**src/rtl/rsc_pkg.sv**
```systemverilog
// Shared types, codes and helpers for the RPN stack calculator.
package rsc_pkg;

  localparam int STACK_DEPTH_DEF = 16;
  localparam int VAR_COUNT_DEF   = 26;
  localparam int DATA_W          = 64;
  localparam int HALF_W          = 32;
  localparam int CMD_W           = 5;
  localparam int VIDX_W          = 5;
  localparam int IN_TDATA_W      = 80;
  localparam int OUT_TDATA_W     = 72;
  localparam int DIV_STEPS       = 64;

  typedef enum logic [4:0] {
    CMD_PUSH = 5'd0, CMD_ADD = 5'd1, CMD_SUB = 5'd2, CMD_MUL = 5'd3,
    CMD_AND = 5'd4, CMD_OR = 5'd5, CMD_XOR = 5'd6, CMD_MIN = 5'd7,
    CMD_MAX = 5'd8, CMD_DIV = 5'd9, CMD_MOD = 5'd10, CMD_STORE = 5'd11,
    CMD_FETCH = 5'd12, CMD_PRINT_B = 5'd13, CMD_PRINT_W = 5'd14,
    CMD_PRINT_L = 5'd15, CMD_PRINT_Q = 5'd16, CMD_CHAR = 5'd17
  } cmd_t;

  typedef enum logic [1:0] {
    KIND_PRINT = 2'd0, KIND_CHAR = 2'd1, KIND_ERROR = 2'd2
  } kind_t;

  typedef enum logic [1:0] {
    ERR_NONE = 2'd0, ERR_UNDERRUN = 2'd1, ERR_OVERRUN = 2'd2
  } err_t;

  typedef enum logic [2:0] {
    CLS_NOP, CLS_PUSH, CLS_FETCH, CLS_STORE, CLS_PRINT, CLS_CHAR, CLS_BIN
  } cls_t;

  typedef enum logic [3:0] {
    ALU_ADD, ALU_SUB, ALU_MUL, ALU_AND, ALU_OR, ALU_XOR,
    ALU_MIN, ALU_MAX, ALU_DIV, ALU_MOD
  } alu_t;

  typedef enum logic [3:0] {
    ST_IDLE, ST_DECIDE, ST_POP, ST_FETCH, ST_RDA, ST_RDB,
    ST_EXEC, ST_MUL, ST_DIV, ST_FIX, ST_WB, ST_OUT
  } bstate_t;

  typedef struct packed {
    cls_t              cls;
    alu_t              alu;
    logic [1:0]        pw;
    logic [DATA_W-1:0] val;
    logic [VIDX_W-1:0] vidx;
    logic              start;
  } token_t;

  typedef struct packed {
    logic   valid;
    kind_t  kind;
    logic [DATA_W-1:0] value;
    logic [1:0] pw;
    err_t   code;
  } result_t;

  function automatic logic [DATA_W-1:0] print_mask(input logic [1:0] w);
    logic [DATA_W-1:0] m;
    case (w)
      2'd0:    m = 64'h0000_0000_0000_00ff;
      2'd1:    m = 64'h0000_0000_0000_ffff;
      2'd2:    m = 64'h0000_0000_ffff_ffff;
      default: m = 64'hffff_ffff_ffff_ffff;
    endcase
    return m;
  endfunction

endpackage

```
**src/rtl/rsc_front.sv**
```systemverilog
// Input side: unpack an incoming token and classify it for the execute side.
module rsc_front (
  input  logic                            in_tvalid,
  output logic                            in_tready,
  input  logic [rsc_pkg::IN_TDATA_W-1:0]  in_tdata,
  input  logic                            q_full,
  output logic                            q_push,
  output rsc_pkg::token_t                 q_tok
);
  import rsc_pkg::*;

  logic [CMD_W-1:0] cmd;

  assign cmd       = in_tdata[4:0];
  assign in_tready = !q_full;
  assign q_push    = in_tvalid && !q_full;

  always_comb begin
    q_tok       = '0;
    q_tok.val   = in_tdata[68:5];
    q_tok.vidx  = in_tdata[73:69];
    q_tok.start = in_tdata[74];
    q_tok.pw    = 2'(cmd - CMD_PRINT_B);
    q_tok.alu   = ALU_ADD;
    case (cmd) inside
      CMD_PUSH:                  q_tok.cls = CLS_PUSH;
      CMD_FETCH:                 q_tok.cls = CLS_FETCH;
      CMD_STORE:                 q_tok.cls = CLS_STORE;
      [CMD_PRINT_B:CMD_PRINT_Q]: q_tok.cls = CLS_PRINT;
      CMD_CHAR:                  q_tok.cls = CLS_CHAR;
      [CMD_ADD:CMD_MOD]: begin
        q_tok.cls = CLS_BIN;
        q_tok.alu = alu_t'(4'(cmd - CMD_ADD));
      end
      default:                   q_tok.cls = CLS_NOP;
    endcase
  end
endmodule

```
**config.mk**
```make
export PLATFORM = sky130hd
export DESIGN_NAME = rsc_front
export DESIGN_NICKNAME = d
export VERILOG_FILES = /design/src/rtl/rsc_pkg.sv /design/src/rtl/rsc_front.sv
export SDC_FILE = /design/constraint.sdc
export NUM_CORES = 1
export LEC_CHECK = 0
export BUFFER_PORTS_ARGS = -buffer_cell sky130_fd_sc_hd__buf_2
export CAP_MARGIN = 20
export CORE_MARGIN = 10
export CORE_UTILIZATION = 27
export DETAILED_ROUTE_END_ITERATION = 10
export PLACE_DENSITY_LB_ADDON = 0.05
export REMOVE_ABC_BUFFERS = 1
export SYNTH_ARGS = -nofsm -noshare
export SYNTH_HDL_FRONTEND = slang
export SYNTH_SLANG_ARGS = --single-unit
```
**constraint.sdc**
```tcl
create_clock -name vclk -period 1.3
set_input_delay 0.13 -clock vclk [all_inputs]
set_output_delay 0.13 -clock vclk [all_outputs]
set_load 0.005 [all_outputs]
```
==> results_dict.tcl <==
set metrics [dict create \
    worst_ep_arrival_time_ps 1230 \
    synth_top_area_share_pct 62.6 \
    grtUsageTotal_pct 23.5 \
    drt_iter0_markers 13 \
    yosysMostFrequentCell "buf_4" \
    antenna_found_initial 0 \
    synthTopCellsByCount "buf_4 (72), nand2_1 (9), nor2b_1 (5)" \
    worst_slack_ps -55.1 \
    cp_top_family "compound AO/OA/AOI/OAI gates" \
    dp_hpwl_mm 7.19 \
    grt_max_degree 10 \
    portBuffers 18 \
    ios 163 \
    status "finished, violations left" \
    path_class "primary input to primary output" \
    leakage_nw 0.309 \
    fin_area_um2 683 \
    firstDrtPassIters 2 \
    drc 0 \
    fmax_mhz 738 \
    stdcell_count 129 \
    dieArea_mm2 0.00586 \
    setup_viol 6 \
    seqCellArea_um2 0 \
    required_ps 1170 \
    gp_congestion 0.950 \
    violations "negative setup slack" \
    yosys_warnings 0 \
    finalWirelength_mm 7.43 \
    place_area_um2 573 \
    syn_area_per_cell_um2 7.02 \
    worstSetupStartpointType "primary input" \
    worst_setup_path_end_kind "primary output" \
    nets 172 \
    drive_above_1_share_pct 57.6 \
    antenna_cells 0 \
    nFillCells 377 \
    power_w 0.000222 \
    viasPerCell 5.12 \
    utilization_pct 22.4 \
    die_w_um 76.5 \
    post-route-period-util_pct 104 \
    maxSlewHeadroom_pct 82.6 \
    num_rows 20 \
    hp-class "primary input to primary output" \
    crit_fanout 4 \
    area_growth_pct -20.9 \
    power_per_cell_area_mw_per_mm2 325 \
    die_y_um 76.5 \
    hold_buffers 0 \
    synth_top_cell_by_area "buf_4" \
    routedWlPerCell_um 57.6 \
    max_slew.worst_pin.slew_ps 260 \
    rsz0062_at_grt "true" \
    nClkBuffers 0 \
    finalMaxSlewViolations 0 \
    grt_first_pass_wirelength_mm 8.92 \
    slowest_delay_ps 350 \
    hold_viol 0 \
    seq_cells 0 \
    synthTopCellsByArea "buf_4 (63%), ha_1 (4.3%), nand2_1 (3.9%), nor2b_1 (3.6%), o21bai_4 (2.2%)" \
    core_region_area_mm2 0.00305 \
    peakVddDrop_uv 86.6 \
    slowest_stage "a221o_1" \
    critPathBufInv 3 \
    yosysSeqAreaShare_pct 0 \
    crit_chain "buf_8 -> inv_6 -> ha_4 -> nor3_4 -> a221o_1 -> o21bai_4 -> nor2_2 -> buf_2" \
    finalCriticalPeriod_ps 1360 \
    vias 660 \
    netlist_instances 123 \
    synth_area_um2 863 \
    dpl.cell_count 127 \
    drtAntennaViolNets 0 \
    synth_cell_types 24 \
    hold_ws_ps 260 \
    cap_violations 0 \
    grt_pass1_vias 648 \
    initial_utilization_pct 28.3 \
    overflow 0 \
]
layout by cell type (no fill, tap or decap), types with 2 or more instances in the layout:
cell,Yosys,layout
a21oi_2,0,2
buf_2,0,15
buf_4,72,17
buf_6,0,2
inv_1,4,3
nand2_1,9,9
nor2_1,3,3
nor2_2,2,2
nor2b_1,5,3
o21ai_0,3,3
xnor2_1,2,2
logic make-up after synthesis:
| kind of cell | after synthesis | share of synthesized area [%] |
|---|---|---|
| AO/OA/AOI/OAI | 13 | 12.0 |
| buffers and inverters | 77 | 65.2 |
| adder cells (fa/ha/maj) | 3 | 4.35 |
| XOR/XNOR | 2 | 2.03 |
| AND/OR/NAND/NOR | 28 | 16.4 |
layout make-up:
class | instances | area (µm²) | area share [%]
tap | 44 | 55.1 | 8.06
multi-input combinational | 46 | 368 | 53.8
timing repair buffer | 35 | 240 | 35.2
inverter | 4 | 20.0 | 2.93
per-layer routing:
metal | vias up | share of wire (%) | track usage (%)
met3 | 4 | 37 | 42.9
met1 | 268 | 9.3 | 5.73
met5 | - | 0 | 2.73
li1 | 250 | - | -
met2 | 138 | 52 | 43.5
met4 | 0 | 1.6 | 3.16
what timing repair did:
item	in CTS	in global routing
setup endpoints to repair	7	7
gates resized for setup	16	7
pin swaps	5	6
buffers inserted	2	0
metrics by stage:
step	setup TNS (ps)	setup slack, ps
finish	-179	-55.1
global route	-691	-124
CTS	-283	-93.3
detailed placement	-1010	-229
global placement	-1550	-312
floorplan	0	139
final timing paths:
path / startpoint / to / slack (ps) / depth (start not counted)
setup / recovery: in_tdata[1] / q_tok[73] / -60 / 8
hold / removal: in_tdata[9] / q_tok[10] / 260 / 0
power by group:
group	total [W]	internal [W]	switching (W)	leakage, nW
Clock	0	0	0	0
Combinational	0.000222	0.000117	0.000105	0.309
Sequential	0	0	0	0
Total	0.000222	0.000117	0.000105	0.309
No activity file was read; power rests on OpenSTA's default activity.
