File: config.mk
export PLATFORM = sky130hd
export DESIGN_NAME = rsc_fifo
export DESIGN_NICKNAME = d
export VERILOG_FILES = /design/src/rtl/rsc_pkg.sv /design/src/rtl/rsc_fifo.sv
export SDC_FILE = /design/constraint.sdc
export NUM_CORES = 1
export LEC_CHECK = 0
export BUFFER_PORTS_ARGS = -buffer_cell sky130_fd_sc_hd__buf_4
export CAP_MARGIN = 10
export CELL_PAD_IN_SITES_DETAIL_PLACEMENT = 0
export CELL_PAD_IN_SITES_GLOBAL_PLACEMENT = 1
export CORE_AREA = 5 5 94 183
export CTS_BUF_LIST = sky130_fd_sc_hd__clkbuf_16
export CTS_CLUSTER_DIAMETER = 60
export DETAILED_ROUTE_END_ITERATION = 10
export DIE_AREA = 0 0 99 188
export PLACE_DENSITY = 0.78
export SLEW_MARGIN = 15
export SYNTH_ARGS = -nofsm -noshare
export SYNTH_HDL_FRONTEND = slang
export SYNTH_SLANG_ARGS = --single-unit
File: constraint.sdc
create_clock -name clk -period 4.1 [get_ports clk]
set_clock_uncertainty 0.05 [all_clocks]
set_input_delay 0.41 -clock clk [delete_from_list [all_inputs] [get_ports clk]]
set_output_delay 0.41 -clock clk [all_outputs]
set_load 0.02 [all_outputs]
File: src/rtl/rsc_pkg.sv
// Shared types, codes and helpers for the RPN stack calculator.
package rsc_pkg;

  localparam int STACK_DEPTH_DEF = 16;
  localparam int VAR_COUNT_DEF   = 26;
  localparam int DATA_W          = 64;
  localparam int HALF_W          = 32;
  localparam int CMD_W           = 5;
  localparam int VIDX_W          = 5;
  localparam int IN_TDATA_W      = 80;
  localparam int OUT_TDATA_W     = 72;
  localparam int DIV_STEPS       = 64;

  typedef enum logic [4:0] {
    CMD_PUSH = 5'd0, CMD_ADD = 5'd1, CMD_SUB = 5'd2, CMD_MUL = 5'd3,
    CMD_AND = 5'd4, CMD_OR = 5'd5, CMD_XOR = 5'd6, CMD_MIN = 5'd7,
    CMD_MAX = 5'd8, CMD_DIV = 5'd9, CMD_MOD = 5'd10, CMD_STORE = 5'd11,
    CMD_FETCH = 5'd12, CMD_PRINT_B = 5'd13, CMD_PRINT_W = 5'd14,
    CMD_PRINT_L = 5'd15, CMD_PRINT_Q = 5'd16, CMD_CHAR = 5'd17
  } cmd_t;

  typedef enum logic [1:0] {
    KIND_PRINT = 2'd0, KIND_CHAR = 2'd1, KIND_ERROR = 2'd2
  } kind_t;

  typedef enum logic [1:0] {
    ERR_NONE = 2'd0, ERR_UNDERRUN = 2'd1, ERR_OVERRUN = 2'd2
  } err_t;

  typedef enum logic [2:0] {
    CLS_NOP, CLS_PUSH, CLS_FETCH, CLS_STORE, CLS_PRINT, CLS_CHAR, CLS_BIN
  } cls_t;

  typedef enum logic [3:0] {
    ALU_ADD, ALU_SUB, ALU_MUL, ALU_AND, ALU_OR, ALU_XOR,
    ALU_MIN, ALU_MAX, ALU_DIV, ALU_MOD
  } alu_t;

  typedef enum logic [3:0] {
    ST_IDLE, ST_DECIDE, ST_POP, ST_FETCH, ST_RDA, ST_RDB,
    ST_EXEC, ST_MUL, ST_DIV, ST_FIX, ST_WB, ST_OUT
  } bstate_t;

  typedef struct packed {
    cls_t              cls;
    alu_t              alu;
    logic [1:0]        pw;
    logic [DATA_W-1:0] val;
    logic [VIDX_W-1:0] vidx;
    logic              start;
  } token_t;

  typedef struct packed {
    logic   valid;
    kind_t  kind;
    logic [DATA_W-1:0] value;
    logic [1:0] pw;
    err_t   code;
  } result_t;

  function automatic logic [DATA_W-1:0] print_mask(input logic [1:0] w);
    logic [DATA_W-1:0] m;
    case (w)
      2'd0:    m = 64'h0000_0000_0000_00ff;
      2'd1:    m = 64'h0000_0000_0000_ffff;
      2'd2:    m = 64'h0000_0000_ffff_ffff;
      default: m = 64'hffff_ffff_ffff_ffff;
    endcase
    return m;
  endfunction

endpackage

File: src/rtl/rsc_fifo.sv
// Two-entry token queue between the input side and the execute side.
module rsc_fifo (
  input  logic            clk,
  input  logic            rst_n,
  input  logic            push,
  input  rsc_pkg::token_t push_tok,
  output logic            full,
  input  logic            pop,
  output logic            head_valid,
  output rsc_pkg::token_t head_tok
);
  import rsc_pkg::*;

  token_t     mem_r [2];
  logic       wptr_r, rptr_r;
  logic [1:0] cnt_r;

  assign full       = cnt_r == 2'd2;
  assign head_valid = cnt_r != 2'd0;
  assign head_tok   = mem_r[rptr_r];

  always_ff @(posedge clk) begin
    if (push) begin
      mem_r[wptr_r] <= push_tok;
    end
    if (!rst_n) begin
      wptr_r <= 1'b0;
      rptr_r <= 1'b0;
      cnt_r  <= 2'd0;
    end else begin
      if (push) wptr_r <= !wptr_r;
      if (pop)  rptr_r <= !rptr_r;
      cnt_r <= cnt_r + 2'(push) - 2'(pop);
    end
  end
endmodule

==> out/qor.log <==
INFO  status         outcome=finished, final reports clean
INFO  route          iter_0_drt_violations=114
INFO  power_and_ir_drop seqPwrFrac=50.4%
INFO  clock_network  cts.sink_count=163
INFO  timing         final_period_minus_worst_setup_slack=2.50ns
INFO  finish         flow.area_growth_from_synthesis=33.4%
INFO  placed_design  dp_hpwl=8650um
INFO  power_and_ir_drop vdd_drop_max=0.000357V
INFO  route          route.antenna.remaining_nets=0
INFO  die            dieArea=0.0186sqmm
INFO  clock_network  clk-insertion-delay-late=0.41ns
INFO  placed_design  io_buffers=163
INFO  clock_network  cts-buffers-inserted=17
INFO  placed_design  gp_congestion=0.736
INFO  die            starting_density_of_the_core=38.0%
INFO  power_and_ir_drop p_sw=924uW
INFO  finish         antenna_cells_inserted=0
INFO  clock_network  cts_hold_fix_bufs=0
INFO  finish         layout.nets=529
INFO  route          detailedRoute.firstPassIterationCount=4
INFO  yosys          mappedNetlistNets=352
INFO  setup_path     path_class=flop to output pin
INFO  job            timing.max_cap.violations=0
INFO  route          drcViolationCount=0
INFO  finish         fin_cells=658
INFO  yosys          syn_inst=267
INFO  clock_network  clkSlewWorstSetupHoldPaths=0.06ns
INFO  timing         finalSetupViolCount=0
INFO  power_and_ir_drop internal-power=2960uW
INFO  timing         final-hold-violation-count=0
INFO  yosys          yosys_register_bits=163
INFO  clock_network  cts_tree=yes
INFO  power_and_ir_drop power_leakage=0.00299uW
INFO  timing         min_period_over_period=61.0%
INFO  finish         fillers=1306
INFO  yosys          synthDistinctLibCells=14
INFO  yosys          ys_warn_count=0
INFO  grt            global_routing_usage_summed_across_all_routing_layers=13.2%
INFO  clock_network  clock_path_buffers=2
INFO  timing         achievable-frequency=400MHz
INFO  yosys          syn_area=0.00596sqmm
INFO  clock_network  cts-htree-levels=4
INFO  grt            congestion_overflow_gr=0
INFO  die            die_w=99um
INFO  die            rows=65
INFO  timing         final.setup.tns=0ns
INFO  finish         drive_above_1_share=61.5%
INFO  clock_network  post-cts-setup-buffer-count=0
INFO  clock_network  cts_root_buf=clkbuf_16
INFO  grt            grt_antenna_before_repair=0
INFO  route          drt-vias-per-instance=4.57
INFO  clock_network  ctsResizeCount=0
INFO  setup_path     setup.worst_path.end_class=output pin
INFO  route          routed_wl=12100um
INFO  grt            grt_first_pass_wirelength=18100um
INFO  worst_hold_path hold_path.class=input pin to flop
INFO  finish         layout_common_cells=buf_4 (167), edfxtp_1 (158), mux2_2 (69)
INFO  die            io_pins=164
INFO  power_and_ir_drop power.total=3890uW
INFO  setup_path     critPathRequiredTime=3.64ns
INFO  setup_path     worstSetupStartpointType=flop
INFO  timing         slew_margin_rel=27.6%
INFO  timing         rsz0062_at_grt=false
INFO  yosys          syn-mean-instance-area=22.3squm
INFO  power_and_ir_drop switching_portion_of_total_power=23.8%
INFO  route          post_drt_wl_per_cell=18.3um
INFO  timing         worst_margin_slew=1.09ns
INFO  timing         final_max_slew_viol_count=0
INFO  route          num_vias=3009
INFO  grt            first_global_vias=3455
INFO  power_and_ir_drop comb_power_share=13.5%
INFO  die            die_height=188um
INFO  grt            grt_max_degree=80
INFO  placed_design  placedCellCount=626
INFO  power_and_ir_drop power_frac_clock=36.1%
INFO  power_and_ir_drop power_per_cell_area=489mW/mm^2
INFO  setup_path     path_max_fanout=31
INFO  die            coreArea=0.0157sqmm
INFO  setup_path     critical_path_arrival=2.04ns
INFO  yosys          synth-seq-area-share=81.2%
INFO  finish         final_common_cell=buf_4
power groups by stage:
stage / clock [uW] / sequential, uW / combinational (uW)
CTS: 1440 / 1960 / 535
finish: 1400 / 1960 / 524
floorplan: 0 / 1980 / 303
global placement: 0 / 1990 / 523
detailed placement: 0 / 2000 / 534
global route: 1520 / 1970 / 554
Yosys cell counts:
library cell / n / share of area [%]
or2_2: 1 / 0.10
buf_2: 6 / 0.50
ha_1: 2 / 0.42
mux2_2: 69 / 13
inv_1: 2 / 0.13
dfxtp_1: 5 / 1.7
mux2_4: 10 / 2.5
edfxtp_1: 158 / 80
xor2_1: 1 / 0.15
buf_6: 3 / 0.57
and2_1: 4 / 0.42
o21a_1: 1 / 0.13
xnor3_1: 1 / 0.38
nor2b_1: 4 / 0.42
path summary, 6_finish.rpt:
path | cells after the start | endpoint | slack [ns] | from
worst min-delay path | 1 | mem_r[1][19]$_DFFE_PP_ | 0.13 | push_tok[19]
worst max-delay path | 3 | head_tok[59] | 1.60 | flop
worst max register to register | 1 | mem_r[1][43]$_DFFE_PP_ | 2.34 | wptr_r$_SDFFE_PN0P_
worst min register to register | 2 | flop | 0.53 | rptr_r$_SDFFE_PN0P_
logic make-up after synthesis:
group,after synthesis,share of synthesized area [%]
flip-flops,163,81.2
XOR/XNOR,2,0.525
AO/OA/AOI/OAI,1,0.126
adder cells (fa/ha/maj),2,0.420
buffers and inverters,11,1.20
AND/OR/NAND/NOR,9,0.944
multiplexers,79,15.5
per-stage QoR:
stage / cell area (sq um) / util [%] / setup slack (ns) / hold slack (ns)
CTS: 7950 / 50.7 / 1.53 / 0.105
global route: 7950 / 50.7 / 1.47 / 0.102
finish: 7950 / 50.7 / 1.60 / 0.128
floorplan: 5970 / - / 1.12 / 0.459
detailed placement: 7420 / 47.3 / 1.98 / 0.523
global placement: 7420 / 47.3 / 1.99 / 0.506
cell type report:
| cell class | count | area [sq um] | area share, % |
|---|---|---|---|
| flip-flops and latches | 163 | 4850 | 61.0 |
| repair buffers | 167 | 1250 | 15.8 |
| multi-input cells | 93 | 1060 | 13.3 |
| clock buffers | 17 | 425 | 5.35 |
| well taps | 201 | 251 | 3.16 |
| clock inverters | 15 | 110 | 1.38 |
| inverters | 2 | 7.51 | 0.0944 |
flip-flops by register name, summed over array words and instances (netlist names), named ones only:
register  cells
cnt_r         2
mem_r       158
wptr_r        1
rptr_r        1
layer usage:
metal	GRT usage (%)	part of all wire (%)	up-vias
met3	4.13	5.3	25
li1	-	-	1399
met2	25.5	61	98
met4	8.00	4.0	0
met1	11.0	29	1487
met5	0	0	-
worst max-delay path, cell delays in order, from the launching register on:
cell and delay (ns):
dfxtp_4 0.60, buf_4 0.45, mux2_2 0.40, buf_4 0.16
No activity file was read; power rests on OpenSTA's default activity.
